`config.mk`:
```
export PLATFORM = sky130hd
export DESIGN_NAME = rrj_coef_mul
export DESIGN_NICKNAME = d
export VERILOG_FILES = /design/src/sv/rrj_pkg.sv /design/src/sv/rrj_coef_mul.sv
export SDC_FILE = /design/constraint.sdc
export NUM_CORES = 2
export LEC_CHECK = 0
export ABC_AREA = 1
export ABC_CLOCK_PERIOD_IN_PS = 7700
export BUFFER_PORTS_ARGS = -buffer_cell sky130_fd_sc_hd__buf_4
export CAP_MARGIN = 20
export CORE_MARGIN = 5
export CORE_UTILIZATION = 50
export DETAILED_ROUTE_END_ITERATION = 16
export GPL_ROUTABILITY_DRIVEN = 1
export PLACE_DENSITY = 0.64
export SYNTH_ARGS = -nofsm -noshare
export SYNTH_HDL_FRONTEND = slang
export SYNTH_SLANG_ARGS = --single-unit
```
`constraint.sdc`:
```
create_clock -name i_clk -period 7.7 [get_ports i_clk]
set_clock_uncertainty 0.2 [all_clocks]
set_input_delay 0.385 -clock i_clk [delete_from_list [all_inputs] [get_ports i_clk]]
set_output_delay 0.385 -clock i_clk [all_outputs]
set_load 0.01 [all_outputs]
```
`src/sv/rrj_pkg.sv`:
```
// Shared types, widths and constants for the rigid rotation Jacobian unit.
// No dependencies; imported by every module of the block.
package rrj_pkg;

    localparam int TRIG_W         = 16;
    localparam int OP_W           = TRIG_W + 1;
    localparam int AB_W           = 2 * OP_W;
    localparam int COEF42_W       = 47;
    localparam int COEF_FRAC_DROP = 14;
    localparam int COEF_W         = COEF42_W - COEF_FRAC_DROP;
    localparam int PT_W           = 24;
    localparam int PROD_W         = COEF_W + PT_W;
    localparam int SUM_W          = PROD_W + 2;
    localparam int SUM_DROP       = 16;
    localparam int T_W            = SUM_W - SUM_DROP;
    localparam int RAD_W          = 12;
    localparam int SCL_W          = T_W + RAD_W;
    localparam int SCL_DROP       = 28;
    localparam int RND_W          = SCL_W - SCL_DROP;
    localparam int STAGES         = 8;
    localparam int PT_STAGES      = 4;
    localparam int SEL_STAGES     = STAGES - 1;
    localparam int CFG_IDX_W      = 3;
    localparam int SEL_W          = 3;
    localparam int AXIS_DATA_W    = 3 * PT_W;

    typedef logic signed [TRIG_W-1:0]   t_trig;
    typedef logic signed [OP_W-1:0]     t_op;
    typedef logic signed [AB_W-1:0]     t_ab;
    typedef logic signed [COEF42_W-1:0] t_coef42;
    typedef logic signed [COEF_W-1:0]   t_coef;
    typedef logic signed [PT_W-1:0]     t_pt;
    typedef logic signed [PROD_W-1:0]   t_prod;
    typedef logic signed [SUM_W-1:0]    t_sum;
    typedef logic signed [T_W-1:0]      t_t;
    typedef logic signed [SCL_W-1:0]    t_scl;
    typedef logic signed [RND_W-1:0]    t_rnd;

    localparam t_trig   TRIG_ONE        = 16'sd16384;
    localparam t_op     ONE_Q14         = 17'sd16384;
    localparam t_op     OP_ZERO         = '0;
    localparam t_pt     ONE_Q8          = 24'sd256;
    localparam t_pt     OUT_MAX         = 24'sh7FFFFF;
    localparam t_pt     OUT_MIN         = 24'sh800000;
    localparam logic signed [RAD_W-1:0] RAD_PER_DEG_Q16 = 12'sd1144;
    localparam t_coef42 COEF_HALF       = t_coef42'(1) <<< (COEF_FRAC_DROP - 1);
    localparam t_sum    SUM_HALF        = t_sum'(1) <<< (SUM_DROP - 1);
    localparam t_scl    SCL_HALF        = t_scl'(1) <<< (SCL_DROP - 1);

    typedef enum logic [SEL_W-1:0] {
        SEL_TX = 3'd0,
        SEL_TY = 3'd1,
        SEL_TZ = 3'd2,
        SEL_RX = 3'd3,
        SEL_RY = 3'd4,
        SEL_RZ = 3'd5
    } t_param_sel;

    typedef enum logic [CFG_IDX_W-1:0] {
        CFG_SIN_X = 3'd0,
        CFG_COS_X = 3'd1,
        CFG_SIN_Y = 3'd2,
        CFG_COS_Y = 3'd3,
        CFG_SIN_Z = 3'd4,
        CFG_COS_Z = 3'd5
    } t_cfg_idx;

    typedef struct packed {
        t_trig sx;
        t_trig cx;
        t_trig sy;
        t_trig cy;
        t_trig sz;
        t_trig cz;
    } t_trig_regs;

    // coefficient = a*b*c + d*e*2^14, all in Q.42
    typedef struct packed {
        t_op a;
        t_op b;
        t_op c;
        t_op d;
        t_op e;
    } t_coef_ops;

    function automatic t_coef_ops mk_ops(input t_op a, input t_op b, input t_op c,
                                         input t_op d, input t_op e);
        t_coef_ops res;
        res.a = a;
        res.b = b;
        res.c = c;
        res.d = d;
        res.e = e;
        return res;
    endfunction

endpackage

```
`src/sv/rrj_coef_mul.sv`:
```
// Stages 2..4: forms one coefficient a*b*c + d*e*2^14 in Q.42, rounds to Q.28.
// Depends on rrj_pkg.
module rrj_coef_mul (
    input  logic               i_clk,
    input  logic               i_en,
    input  rrj_pkg::t_coef_ops i_ops,
    output rrj_pkg::t_coef     o_coef
);
    import rrj_pkg::*;

    t_ab                      r_ab;
    t_op                      r_c;
    t_ab                      r_de;
    logic signed [AB_W+OP_W-1:0] n_abc;
    t_coef42                  r_abc;
    t_ab                      r_de2;
    t_coef42                  n_de_ext;
    t_coef42                  n_sum;
    t_coef                    r_coef;

    assign n_abc    = r_ab * r_c;
    assign n_de_ext = {{(COEF42_W - AB_W){r_de2[AB_W-1]}}, r_de2};
    assign n_sum    = r_abc + (n_de_ext <<< COEF_FRAC_DROP) + COEF_HALF;

    always_ff @(posedge i_clk) begin
        if (i_en) begin
            r_ab   <= i_ops.a * i_ops.b;
            r_c    <= i_ops.c;
            r_de   <= i_ops.d * i_ops.e;
            r_abc  <= n_abc[COEF42_W-1:0];
            r_de2  <= r_de;
            r_coef <= n_sum[COEF42_W-1:COEF_FRAC_DROP];
        end
    end

    assign o_coef = r_coef;

endmodule

```
==> impl_metrics.env <==
export IMPL_yosys_warnings=0
export IMPL_htreeDepth=4
export IMPL_worst_ep_required_time_ns=7.73
export IMPL_die_h_microns=328.3
export IMPL_drt_initial_drc_count=2211
export IMPL_antenna_left=0
export IMPL_grt_pass1_wl_microns=209800
export IMPL_num_antenna_cells=0
export IMPL_clock_sinks=184
export IMPL_fmax_ghz=0.1439
export IMPL_drc=0
export IMPL_overflow=0
export IMPL_grt_pass1_vias=40340
export IMPL_syn_inst=6232
export IMPL_cts_buffers=17
export IMPL_start_util_pct=50.52
export IMPL_rsz0062_at_grt="false"
export IMPL_io_pins=120
export IMPL_final_max_slew_viol_count=0
export IMPL_nets=7650
export IMPL_post_cts_resized=0
export IMPL_max_slew_worst_pin_slew_ns=1.138
export IMPL_synth_edf_count=184
export IMPL_tns_ns=0
export IMPL_drive_gt1_share_pct=4.365
export IMPL_cp_arrival_ns=6.97
export IMPL_die_area_sq_um=107800
export IMPL_async_flop_share_pct=0
export IMPL_row_count=116
export IMPL_routed_wl_microns=124400
export IMPL_area_growth_synth_to_final_pct=4.979
export IMPL_wl_per_cell_microns=16.55
export IMPL_setup_viol=0
export IMPL_clk_latency_ns=0.50
export IMPL_grt_usage_pct=24.18
export IMPL_synth_cell_types=46
export IMPL_post_route_min_period_ns=6.948
export IMPL_status="finished clean"
export IMPL_clk_path_buf_depth=2
export IMPL_finalCritPeriodShare_pct=90.23
export IMPL_avgSynthCellArea_sq_um=8.129
export IMPL_startpoint_type="flop"
export IMPL_vias=37540
export IMPL_synth_area_sq_um=50660
export IMPL_cts_root_buf="clkbuf_16"
export IMPL_io_buffers=119
export IMPL_dr_pass1_iters=6
export IMPL_ys_ff_latch=184
export IMPL_endpoint_kind="flop"
export IMPL_path_max_fanout=24
export IMPL_cts_tree="done"
export IMPL_clkTransAtPathRegs_ns=0.09
export IMPL_grt_start_max_net_pins=73
export IMPL_core_area_sq_um=100300
export IMPL_ys_seq_area_share_pct=10.91
export IMPL_hold_class="in -> reg"
export IMPL_cap_violations=0
export IMPL_synth_nets=7733
export IMPL_via_per_inst=4.993
export IMPL_slew_headroom_pct=24.12
export IMPL_fillerInstances=9731
export IMPL_antenna_found_initial=0
export IMPL_dp_hpwl_microns=106400
export IMPL_gp_congestion=0.9372
export IMPL_dieWidth_microns=328.3
export IMPL_final_hold_viol_count=0
export IMPL_synth_ff_type="edfxtp_1"
export IMPL_worst_setup_path_type="reg -> reg"
==> timing repair <==
action,4_1_cts,5_1_grt
hold buffers,17,0
setup endpoints to repair,0,0
hold endpoints to repair,17,0
setup buffers,0,0
==> sequential cells by signal (all words and copies together), names as in the netlist <==
signal and count:
r_c 17, r_ab 34, r_de2 33, r_abc 34, o_coef 33, r_de 33
==> placed cells by master (no fill, tap or decap), types with 7 or more instances in the layout <==
master         netlist  final
dlygate4sd3_1        0     17
nand2_1           1573   1573
nor2_1             220    220
o21a_1               8      8
a21o_1              18     18
buf_4                2    146
clkbuf_16            0     17
nor2_2              12     12
o21ai_0             75     75
fa_1              1104   1104
a21oi_1            172    172
o21bai_1            20     20
or2_2               22     22
ha_1               310    310
xnor2_1             39     39
nand3b_1            11     11
nand4_1             29     29
nor3_1              21     21
nand3_1             98     98
a21oi_2              7      7
nand2_2             25     25
edfxtp_1           184    184
inv_1             1893   1893
xor2_1              78     78
==> per-layer routing <==
layer  global-route usage, %  part of all wire (%)  up-vias
met1                   33.87                    45    18950
met4                   5.601                   2.1        0
met5                       0                     0        -
met2                   41.03                    48      945
li1                        -                     -    17490
met3                   2.543                   4.9      157
==> cell families (layout without fill, tap and decap cells) <==
kind of cell / after synthesis / count (layout) / share of synthesized area (%)
compound gates: 329 / 329 / 3.705
buf+inv: 2161 / 2091 / 16.05
xor+xnor: 117 / 117 / 2.023
simple gates: 2027 / 2027 / 16.04
flops: 184 / 184 / 10.91
fa+ha+maj: 1414 / 1414 / 51.28
==> metrics by stage <==
stage	util (%)	hold WS, ns	area (sq um)	setup WS [ns]	std cells
after detailed placement	52.30	0.2045	52450	0.8042	7470
after global routing	53.03	0.1688	53180	0.4308	7519
after global placement	52.30	0.2009	52450	0.8768	7470
after floorplan	-	0.2003	50660	1.822	6232
final	53.03	0.1622	53180	0.7525	7519
after CTS	53.03	0.1114	53180	0.8289	7519
==> cell usage after synthesis, drive strengths merged, types with 2 or more instances <==
library cell	number	area, sq um
clkbuf	254	954.7
edfxtp	184	5525
o21a	8	60.06
or2	23	143.9
o211ai	6	55.05
xnor2	39	341.6
ha	310	3879
inv	1895	7113
a21oi	179	922.1
nor2	233	912.1
a31oi	2	12.51
o21ai	86	452.9
a21boi	7	56.30
fa	1104	22100
nand2	1598	6061
xor2	78	683.2
nand4	29	181.4
nor3	24	141.4
nand3b	11	82.58
and3	2	12.51
a21o	18	135.1
nand3	104	550.5
o21bai	21	161.4
buf	12	62.56
nor4	3	40.04
==> worst paths after layout <==
check                                from   endpoint  slack (ns)  cells past startpoint
worst max-delay path               r_c[2]  r_abc[32]        0.75                     22
worst max register to register     r_c[2]  r_abc[32]        0.75                     22
worst min-delay path            i_ops[68]    r_ab[0]        0.16                      3
worst min register to register   r_de[30]  r_de2[30]        0.20                      0
==> layout make-up <==
cell class | instances | area [sq um] | share of cell area, %
timing repair buffer | 164 | 1280 | 2.407
multi-input combinational | 3887 | 37010 | 69.58
clock inverter | 15 | 136.4 | 0.2564
sequential | 184 | 5525 | 10.39
tap | 1357 | 1698 | 3.192
inverter | 1895 | 7113 | 13.37
clock buffer | 17 | 425.4 | 0.7999
==> critical path, cell delays in order, from the launching register on <==
cell and delay [ns]:
edfxtp_1 1.11, buf_4 0.34, nand2_1 0.10, fa_1 0.53, fa_1 0.46, fa_1 0.56, inv_1 0.06, fa_1 0.49
fa_1 0.50, inv_1 0.05, fa_1 0.48, inv_1 0.05, ha_1 0.32, a21oi_1 0.22, o21ai_0 0.17, a21oi_1 0.20
nand2_1 0.23, nand2_1 0.11, nand2_1 0.11, nand2_1 0.15, nand2_1 0.06, nand2_1 0.06, nand2_1 0.11
Power is not shown: default switching activity piles up to over one toggle a cycle in this logic, so the estimate is an artifact.
