<file path="src/sv/rrj_pkg.sv">
// Shared types, widths and constants for the rigid rotation Jacobian unit.
// No dependencies; imported by every module of the block.
package rrj_pkg;

    localparam int TRIG_W         = 16;
    localparam int OP_W           = TRIG_W + 1;
    localparam int AB_W           = 2 * OP_W;
    localparam int COEF42_W       = 47;
    localparam int COEF_FRAC_DROP = 14;
    localparam int COEF_W         = COEF42_W - COEF_FRAC_DROP;
    localparam int PT_W           = 24;
    localparam int PROD_W         = COEF_W + PT_W;
    localparam int SUM_W          = PROD_W + 2;
    localparam int SUM_DROP       = 16;
    localparam int T_W            = SUM_W - SUM_DROP;
    localparam int RAD_W          = 12;
    localparam int SCL_W          = T_W + RAD_W;
    localparam int SCL_DROP       = 28;
    localparam int RND_W          = SCL_W - SCL_DROP;
    localparam int STAGES         = 8;
    localparam int PT_STAGES      = 4;
    localparam int SEL_STAGES     = STAGES - 1;
    localparam int CFG_IDX_W      = 3;
    localparam int SEL_W          = 3;
    localparam int AXIS_DATA_W    = 3 * PT_W;

    typedef logic signed [TRIG_W-1:0]   t_trig;
    typedef logic signed [OP_W-1:0]     t_op;
    typedef logic signed [AB_W-1:0]     t_ab;
    typedef logic signed [COEF42_W-1:0] t_coef42;
    typedef logic signed [COEF_W-1:0]   t_coef;
    typedef logic signed [PT_W-1:0]     t_pt;
    typedef logic signed [PROD_W-1:0]   t_prod;
    typedef logic signed [SUM_W-1:0]    t_sum;
    typedef logic signed [T_W-1:0]      t_t;
    typedef logic signed [SCL_W-1:0]    t_scl;
    typedef logic signed [RND_W-1:0]    t_rnd;

    localparam t_trig   TRIG_ONE        = 16'sd16384;
    localparam t_op     ONE_Q14         = 17'sd16384;
    localparam t_op     OP_ZERO         = '0;
    localparam t_pt     ONE_Q8          = 24'sd256;
    localparam t_pt     OUT_MAX         = 24'sh7FFFFF;
    localparam t_pt     OUT_MIN         = 24'sh800000;
    localparam logic signed [RAD_W-1:0] RAD_PER_DEG_Q16 = 12'sd1144;
    localparam t_coef42 COEF_HALF       = t_coef42'(1) <<< (COEF_FRAC_DROP - 1);
    localparam t_sum    SUM_HALF        = t_sum'(1) <<< (SUM_DROP - 1);
    localparam t_scl    SCL_HALF        = t_scl'(1) <<< (SCL_DROP - 1);

    typedef enum logic [SEL_W-1:0] {
        SEL_TX = 3'd0,
        SEL_TY = 3'd1,
        SEL_TZ = 3'd2,
        SEL_RX = 3'd3,
        SEL_RY = 3'd4,
        SEL_RZ = 3'd5
    } t_param_sel;

    typedef enum logic [CFG_IDX_W-1:0] {
        CFG_SIN_X = 3'd0,
        CFG_COS_X = 3'd1,
        CFG_SIN_Y = 3'd2,
        CFG_COS_Y = 3'd3,
        CFG_SIN_Z = 3'd4,
        CFG_COS_Z = 3'd5
    } t_cfg_idx;

    typedef struct packed {
        t_trig sx;
        t_trig cx;
        t_trig sy;
        t_trig cy;
        t_trig sz;
        t_trig cz;
    } t_trig_regs;

    // coefficient = a*b*c + d*e*2^14, all in Q.42
    typedef struct packed {
        t_op a;
        t_op b;
        t_op c;
        t_op d;
        t_op e;
    } t_coef_ops;

    function automatic t_coef_ops mk_ops(input t_op a, input t_op b, input t_op c,
                                         input t_op d, input t_op e);
        t_coef_ops res;
        res.a = a;
        res.b = b;
        res.c = c;
        res.d = d;
        res.e = e;
        return res;
    endfunction

endpackage

</file>
<file path="src/sv/rrj_coef_sel.sv">
// Stage 1: picks the trig operands of all nine coefficients for the selector.
// Depends on rrj_pkg.
module rrj_coef_sel (
    input  logic                i_clk,
    input  logic                i_en,
    input  rrj_pkg::t_trig_regs i_trig,
    input  rrj_pkg::t_param_sel i_sel,
    output rrj_pkg::t_coef_ops  o_ops [3][3]
);
    import rrj_pkg::*;

    t_op       sx, cx, sy, cy, sz, cz;
    t_op       nsx, ncx, nsy, ncy, nsz;
    t_coef_ops n_ops [3][3];
    t_coef_ops r_ops [3][3];

    assign sx  = t_op'(i_trig.sx);
    assign cx  = t_op'(i_trig.cx);
    assign sy  = t_op'(i_trig.sy);
    assign cy  = t_op'(i_trig.cy);
    assign sz  = t_op'(i_trig.sz);
    assign cz  = t_op'(i_trig.cz);
    assign nsx = -sx;
    assign ncx = -cx;
    assign nsy = -sy;
    assign ncy = -cy;
    assign nsz = -sz;

    // rows: output component; columns: point coordinate
    always_comb begin
        for (int k = 0; k < 3; k++) begin
            for (int j = 0; j < 3; j++) begin
                n_ops[k][j] = '0;
            end
        end
        case (i_sel)
            SEL_RX: begin
                n_ops[1][0] = mk_ops(cx, sy, cz, sx, sz);
                n_ops[1][1] = mk_ops(cx, sy, sz, nsx, cz);
                n_ops[1][2] = mk_ops(OP_ZERO, OP_ZERO, OP_ZERO, cx, cy);
                n_ops[2][0] = mk_ops(nsx, sy, cz, cx, sz);
                n_ops[2][1] = mk_ops(nsx, sy, sz, ncx, cz);
                n_ops[2][2] = mk_ops(OP_ZERO, OP_ZERO, OP_ZERO, nsx, cy);
            end
            SEL_RY: begin
                n_ops[0][0] = mk_ops(OP_ZERO, OP_ZERO, OP_ZERO, nsy, cz);
                n_ops[0][1] = mk_ops(OP_ZERO, OP_ZERO, OP_ZERO, nsy, sz);
                n_ops[0][2] = mk_ops(OP_ZERO, OP_ZERO, OP_ZERO, ncy, ONE_Q14);
                n_ops[1][0] = mk_ops(sx, cy, cz, OP_ZERO, OP_ZERO);
                n_ops[1][1] = mk_ops(sx, cy, sz, OP_ZERO, OP_ZERO);
                n_ops[1][2] = mk_ops(OP_ZERO, OP_ZERO, OP_ZERO, nsy, sx);
                n_ops[2][0] = mk_ops(cx, cy, cz, OP_ZERO, OP_ZERO);
                n_ops[2][1] = mk_ops(cx, cy, sz, OP_ZERO, OP_ZERO);
                n_ops[2][2] = mk_ops(OP_ZERO, OP_ZERO, OP_ZERO, ncx, sy);
            end
            SEL_RZ: begin
                n_ops[0][0] = mk_ops(OP_ZERO, OP_ZERO, OP_ZERO, nsz, cy);
                n_ops[0][1] = mk_ops(OP_ZERO, OP_ZERO, OP_ZERO, cy, cz);
                n_ops[1][0] = mk_ops(nsx, sy, sz, ncx, cz);
                n_ops[1][1] = mk_ops(sx, sy, cz, ncx, sz);
                n_ops[2][0] = mk_ops(ncx, sy, sz, sx, cz);
                n_ops[2][1] = mk_ops(cx, sy, cz, sx, sz);
            end
            default: begin
            end
        endcase
    end

    always_ff @(posedge i_clk) begin
        if (i_en) begin
            r_ops <= n_ops;
        end
    end

    assign o_ops = r_ops;

endmodule

</file>
<file path="config.mk">
export PLATFORM = sky130hd
export DESIGN_NAME = rrj_coef_sel
export DESIGN_NICKNAME = d
export VERILOG_FILES = /design/src/sv/rrj_pkg.sv /design/src/sv/rrj_coef_sel.sv
export SDC_FILE = /design/constraint.sdc
export NUM_CORES = 1
export LEC_CHECK = 0
export BUFFER_PORTS_ARGS = -buffer_cell sky130_fd_sc_hd__buf_2
export CAP_MARGIN = 0
export CORE_AREA = 2 2 339 341
export DETAILED_ROUTE_END_ITERATION = 10
export DIE_AREA = 0 0 341 343
export PLACE_DENSITY_LB_ADDON = 0.15
export SYNTH_ARGS = -nofsm -noshare
export SYNTH_HDL_FRONTEND = slang
export SYNTH_SLANG_ARGS = --single-unit
</file>
<file path="constraint.sdc">
create_clock -name i_clk -period 5 [get_ports i_clk]
set_input_delay 0.25 -clock i_clk [delete_from_list [all_inputs] [get_ports i_clk]]
set_output_delay 0.25 -clock i_clk [all_outputs]
set_load 0.05 [all_outputs]
</file>
==> flow_summary_export.csv <==
group,metric,value,unit
run_status,status,"complete, no violations",
floorplanning,core,113000,µm²
setup_path,crit_family,"simple AND/OR/NAND/NOR gates",
setup_path,cp_num_buf_inv,3,
logic_synthesis,synth_top_cell_area_share,56.7,%
logic_synthesis,synth_ff_type,"edfxtp_1",
finish,layout.nets,2246,
timing,rsz0062_at_grt,"no",
setup_path,slowest_delay,620,ps
logic_synthesis,synth_top_family_by_area,"buffers and inverters",
global_route,grt-ovfl-total,0,
cts,cts_hold_buf,31,
floorplanning,io_pins,866,
placed_design,place_hpwl,66.8,mm
cts,cts_setup_buffers,0,
job,drv_cap,0,
detailed_routing,wl_met3,6.02,mm
logic_synthesis,yosysTopAreaCell,"edfxtp_1",
detailed_routing,wl,89.5,mm
detailed_routing,met2_length,43.6,mm
setup_path,path_cells,"dlygate4sd3_1, buf_2, inv_1, ha_1, nor3b_2, nand2_1, nor3_1, xor2_1, o21ai_0",
setup_path,slowest_stage,"nor3b_2",
timing,slew_headroom,31.5,%
finish,multi_input_area,5790,µm²
logic_synthesis,post_synth_main_area_contributors,"edfxtp_1, buf_4, nand2_1, a22o_1, o21ai_0",
pwr,p_leak,10.2,nW
detailed_routing,vias_per_cell,3.79,
detailed_routing,highest_layer,"met5",
cts,clk_pin_slew,50,ps
placed_design,io_buffers,594,
cts,h-tree-depth,2,
logic_synthesis,synth_compound_area_share,9.39,%
logic_synthesis,seq_area_frac_synth,56.7,%
logic_synthesis,syn-cell-area,19100,µm²
pwr,power.density,414,nW/µm²
timing,finalHoldViolCount,0,
logic_synthesis,synth_cell_types,63,
logic_synthesis,synth_mux_area_share,1.75,%
detailed_routing,wl_met1,37.8,mm
cts,cts.repair.resized,0,
finish,final_cell_mix,"buf_2, edfxtp_1, conb_1",
global_route,grt.total_usage,14.5,%
logic_synthesis,syn_inst,1683,
cts,clkSinkCount,360,
timing,fin_hold_ws,55.9,ps
timing,max_clock_freq,384,MHz
detailed_routing,first_pass_iters,7,
finish,drive_gt1_share,33.1,%
global_route,grt_start_max_net_pins,111,
logic_synthesis,yosysWarnings,0,
placed_design,placed_area,21800,µm²
detailed_routing,drt-wirelength-per-cell,24.2,µm
setup_path,end_kind,"flop",
placed_design,gp_congestion,0.814,
finish,mostFrequentLayoutCell,"buf_2",
logic_synthesis,synthSimpleGateAreaFrac,10.2,%
logic_synthesis,syn_area_per_cell,11.3,µm²
setup_path,cp_max_fo,6,
floorplanning,fp.dieH,343,µm
cts,root_buffer,"clkbuf_16",
pwr,p_total,9.79,mW
hold_path,min_path_type,"in -> reg",
global_route,grt_pass1_wl,117,mm
global_route,grt_pass1_vias,13400,
timing,min_period_over_period,52.1,%
timing,tightest_slew,1020,ps
logic_synthesis,synthArstFlopShare,0,%
finish,largest_reg_flops,360,
finish,synthToLayoutAreaGrowth,24.1,%
setup_path,critPathLaunchType,"input pin",
setup_path,required,5330,ps
global_route,antenna_found_initial,7,
timing,slew_violations,0,
logic_synthesis,synth-adder-area-share,0.328,%
floorplanning,core.rowCount,124,
setup_path,path_class,"in -> reg",
logic_synthesis,synth_xor_area_share,3.12,%
logic_synthesis,synth_edf_count,360,
timing,setup_violations,0,
floorplanning,die_w,341,µm
setup_path,arrival,2940,ps
detailed_routing,ant_nets,0,
timing,fin_setup_tns,0,ps
pwr,vdd_drop_max,220,µV
finish,fill_cells,12400,
finish,finalInstanceArea,23700,µm²
timing,min_period,2610,ps
floorplanning,fp.dieArea,117000,µm²
finish,seq_area,10800,µm²
cts,clk_path_buf_depth,3,
cts,cts_tree,"yes",
detailed_routing,vias,14000,
logic_synthesis,synth_seq_cells,360,
detailed_routing,drc_errors,0,
floorplanning,start_util,16.8,%
detailed_routing,drt_first_iter_violations,704,
cts,cts_buffers,49,
-- layout make-up --
class	count	area share [%]
antenna	8	0.0846
clock buffer	60	5.36
clock inverter	32	1.17
inverter	15	0.248
multi-input combinational	1063	24.5
sequential	360	45.7
tap	1512	7.99
timing repair buffer	651	15.0
-- synthesized netlist by cell type (11+ instances only) --
| library cell | instances |
|---|---|
| a21o_1 | 39 |
| a21oi_1 | 15 |
| a22o_1 | 67 |
| buf_1 | 12 |
| buf_4 | 406 |
| clkbuf_1 | 87 |
| edfxtp_1 | 360 |
| inv_1 | 14 |
| mux2i_1 | 32 |
| nand2_1 | 230 |
| nand2b_1 | 11 |
| nor2_1 | 83 |
| nor3_1 | 15 |
| nor4_1 | 12 |
| o21ai_0 | 87 |
| o22ai_1 | 15 |
| xnor2_1 | 25 |
| xor2_1 | 43 |
-- cells by family (layout without fill, tap and decap cells) --
group	count (synthesis)	after routing
AO/OA/AOI/OAI	262	262
XOR/XNOR	68	68
adder cells (fa/ha/maj)	5	5
buffers and inverters	530	758
flip-flops	360	360
multiplexers	33	33
other	1	279
AND/OR/NAND/NOR	424	424
-- path summary, 6_finish.rpt --
kind / from / to / slack (ps) / cells past startpoint
worst min-delay path: i_trig[1] / o_ops[460] / 60 / 2
worst max-delay path: i_trig[65] / o_ops[29] / 2390 / 9
-- per-stage QoR --
| stage | std cells | utilization, % | setup slack, ps |
|---|---|---|---|
| after CTS | 3693 | 20.8 | 2390 |
| after global placement | 3570 | 19.2 | 2080 |
| after detailed placement | 3570 | 19.2 | 1950 |
| after global routing | 3693 | 20.8 | 2260 |
| final | 3701 | 20.9 | 2390 |
| after floorplan | 1953 | - | 2700 |
-- metal layers --
| layer | track usage, % | vias to the layer above |
|---|---|---|
| met5 | 0 | - |
| met4 | 3.79 | 4 |
| met3 | 3.03 | 87 |
| met2 | 24.9 | 719 |
| met1 | 18.4 | 7051 |
| li1 | - | 6166 |
-- where the power goes --
group	switching [mW]	internal (mW)
registers	0.123	3.60
clock network	1.48	1.97
logic	2.23	0.392
total	3.82	5.96
No activity file was read; power rests on OpenSTA's default activity.
